==> src/rtl/core/ssds_ram.sv <==
// Generic single-port-write, single-port-read RAM with registered read data.
`default_nettype none

module ssds_ram #(
    parameter int WIDTH = 8,
    parameter int DEPTH = 256
) (
    input  wire logic                                   clk,
    input  wire logic                                   we,
    input  wire logic [((DEPTH > 1) ? $clog2(DEPTH) : 1)-1:0] waddr,
    input  wire logic [WIDTH-1:0]                       wdata,
    input  wire logic [((DEPTH > 1) ? $clog2(DEPTH) : 1)-1:0] raddr,
    output logic      [WIDTH-1:0]                       rdata
);

    logic [WIDTH-1:0] mem_array [DEPTH];
    logic [WIDTH-1:0] rdata_reg;

    // A read of the address being written returns the old contents.
    always_ff @(posedge clk)
    begin
        if (we)
        begin
            mem_array[waddr] <= wdata;
        end
        rdata_reg <= mem_array[raddr];
    end

    assign rdata = rdata_reg;

endmodule

`default_nettype wire

==> config.mk <==
export PLATFORM = sky130hd
export DESIGN_NAME = ssds_ram
export DESIGN_NICKNAME = d
export VERILOG_FILES = /design/src/rtl/core/ssds_ram.sv
export SDC_FILE = /design/constraint.sdc
export NUM_CORES = 2
export LEC_CHECK = 0
export BUFFER_PORTS_ARGS = -buffer_cell sky130_fd_sc_hd__buf_2
export CAP_MARGIN = 15
export CORE_UTILIZATION = 27
export CTS_BUF_LIST = sky130_fd_sc_hd__clkbuf_8 sky130_fd_sc_hd__clkbuf_16
export DETAILED_ROUTE_END_ITERATION = 8
export PLACE_DENSITY_LB_ADDON = 0.15
export SYNTH_ARGS = -nofsm -noshare
export SYNTH_HDL_FRONTEND = slang
export SYNTH_SLANG_ARGS = --single-unit
==> constraint.sdc <==
create_clock -name clk -period 3 [get_ports clk]
set_input_delay 0.75 -clock clk [delete_from_list [all_inputs] [get_ports clk]]
set_output_delay 0.75 -clock clk [all_outputs]
set_load 0.02 [all_outputs]
==> results by group <==
Global routing
  – Vias in the first global route: 42400
  – Grt ovf: 0
  – GRT Total Usage: 0.162
  – First-pass GRT wire length: 338000 µm
  – Largest net degree at the start of global routing: slightly below 90
  – Antenna violations before repair: 24

Synth
  – Syn Nets: 3759
  – Avg Cell Area, Syn: 21.3 µm²
  – Synthesized area: 79600 µm²
  – Synth Flop Type: edfxtp_1
  – Synth top area share: 0.773
  – Cells after synthesis: 3733
  – Post-synth EDFFs: 2048
  – Async SR Flop Fraction: 0
  – Top cell type by total area after synthesis: edfxtp_1
  – Register bit total from synthesis: 2056
  – Synth area leaders: edfxtp_1 77%, mux4_2 13%, mux2i_1 1.7%, nor2_1 1.3%, a22oi_1 1.3%
  – Post-synthesis cell type count: 55
  – Yosys Warn Count: 0
  – Register area share after synthesis: 0.775

Worst setup path
  – Max FO, Critical Path: 11
  – Reg2Reg Setup Slack: 0.40 ns
  – Critical R2R Launch: mem_array[219][4]
  – Critical path class: input pin to register
  – Worst EP required: 3.74 ns
  – R2R depth: 6
  – Worst Setup SP: raddr[0]
  – CP Capture Type: register
  – Slowest CP cell: nor3_1
  – CP top delay family: multiplexers
  – CP arrival: about 3.6 ns
  – Crit-path cells: buf_8 > buf_12 > buf_12 > buf_4 > mux4_2 > mux4_2 > nor2_1 > a2111oi_0 > nor3_1 > nor4_2
  – Crit path largest cell delay: 0.74 ns
  – Critical path buffers and inverters: 4
  – Worst setup SP type: input pin
  – Levels on crit path: 10

Route
  – Initial DRC count: 3565
  – Routed Wire Length: 240000 µm
  – Met2 wire length: 114000 µm
  – Met3 wire length: 10200 µm
  – Uppermost layer routed: met5
  – Vias per cell: between 4 and 5
  – Routed vias: 40700
  – Drt drc: 0
  – Metal-1 WL: 110000 µm
  – Avg WL per Cell: 27.9 µm
  – Post-route ant nets: 0
  – Length of the first detailed-routing pass in iterations: 7

Timing
  – RSZ-0062 raised after global routing: no
  – Slew Viols, Final: 0
  – Worst-margin pin slew: between 1 and 1.5 ns
  – Setup WS post-layout: about 0.098 ns
  – Tcrit/Tclk final: 0.967
  – Final hold violations: 0
  – Slew margin rel.: 0.264
  – Final setup vio count: 0
  – Clock skew: 0.0602 ns
  – Max frequency: 0.345 GHz
  – Post-layout minimum cycle time: a little under 3 ns

Clocking
  – Worst-path clk slew: roughly 0.060 ns
  – CTS max path bufs: 4
  – CTS Root Cell: clkbuf_16
  – Num CTS Buffers: 229
  – Post-CTS setup repair buffer count: 0
  – H-tree depth: 4
  – Total clock sinks: 2056
  – CTS tree: yes
  – Clk Latency, worst-skew pair: approximately 0.88 ns

Worst hold path
  – Worst hold path type: input pin to register
  – WHS Path Cells: 1
  – Hold_sp: wdata[3]

Finish
  – Util after Layout: 0.335
  – Max FFs per register: 2048
  – Non-Filler Instances: between 8000 and 9000
  – P&R area growth vs syn: 22.8%
  – Final nets: around 4600
  – Share of post-route cells with drive strength above 1: 0.338
  – Fillers: 27700
  – Final non-filler cell area: 97700 µm²

Floorplanning
  – Num rows: roughly 200
  – Total core area: ~290000 µm²
  – Starting Density: 0.272
  – Full die area: around 300000 µm²
  – Die X: 545 µm
  – Die span in y: 545 µm
  – # IOs: 34

Power
  – Leakage: about 0.031 µW
  – Power Dens Cells: 641 nW/µm²
  – Peak VDD IR: 0.483 mV
  – Power, Total: 62600 µW

Job
  – Max-Cap Viols: 0

Run status
  – Status: finished, final reports clean

Place
  – Dpl cells: 8194
  – Port Buffers: 33
  – Placement Cell Area: 90500 µm²
  – Place WS: -0.935 ns
  – Final RePlAce weighted congestion: between 0.7 and 0.8
  – Hpwl dp: around 160000 µm
## worst register-to-register path, cell delays in order (launching register included)
cell and delay, ns:
edfxtp_1 0.37, mux4_2 0.53, a22oi_1 0.36, a21oi_1 0.26, nor4_1 0.67, buf_4 0.23, nor4_1 0.04
## cell usage after synthesis (all sizes together) (10+ instances only)
cell	count
edfxtp	2048
mux4	456
nor2	282
mux2i	134
a22oi	133
buf	122
clkbuf	111
a21oi	96
o221ai	47
nand3	34
nand2	33
nor2b	31
o22ai	28
nor4	27
nor3	22
a211oi	16
a221oi	14
o21ai	12
nand4	10
o211ai	10
## final timing paths
path / to
max: rdata[2]
min: mem_array[6][3]
max reg2reg: rdata[4]
min reg2reg: rdata[0]
## metal layers
layer	vias up	global-route usage
met3	309	0.0231
met1	22100	0.229
met4	2	0.0404
met2	970	0.260
li1	17400	-
met5	-	0
## metrics by stage
| step | hold slack [ns] | TNS, ns |
|---|---|---|
| after floorplan | 0.770 | 0 |
| after global placement | 1.07 | -5.48 |
| after detailed placement | 1.08 | -5.52 |
| after CTS | 0.233 | 0 |
| after global routing | 0.247 | 0 |
| final | 0.300 | 0 |
## where the power goes
part | total [µW] | internal (µW) | switching, µW
Sequential | 31700 | 31700 | 80.8
Combinational | 3630 | 1460 | 2170
Clock | 27200 | 15700 | 11500
## layout by cell type, fill, tap and decap left out, types with 63 or more instances in the layout
cell       count
edfxtp_1    2048
buf_4        652
mux4_2       454
nor2_1       279
clkbuf_16    231
mux2i_1      134
a22oi_1      133
buf_12       111
a21oi_1       96
clkinv_1      63
## final cells by class
type,count,area (µm²),share of cell area
flip-flops and latches,2056,61700,0.631
clock buffers,234,5820,0.0596
inverters,2,7.51,0.0000768
clock inverters,183,1400,0.0143
repair buffers,794,7370,0.0754
diodes,8,20.0,0.000205
multi-input cells,1442,16600,0.169
well taps,3900,4880,0.0499
## timing repair
action                                  CTS  global route
gates resized for setup                   0             1
endpoints found under the setup margin    0             1
hold buffers                              0             0
## cells by family (layout without fill, tap and decap cells)
kind of cell / after synthesis / count (layout) / synth area share
other: 0 / 8 / 0
DFF: 2056 / 2056 / 0.775
buffers and inverters: 235 / 1213 / 0.0183
and+or+nand+nor: 466 / 466 / 0.0263
AOI/OAI and AO/OA: 385 / 385 / 0.0342
muxes: 591 / 591 / 0.146
Power figures use the tool's default switching activity.
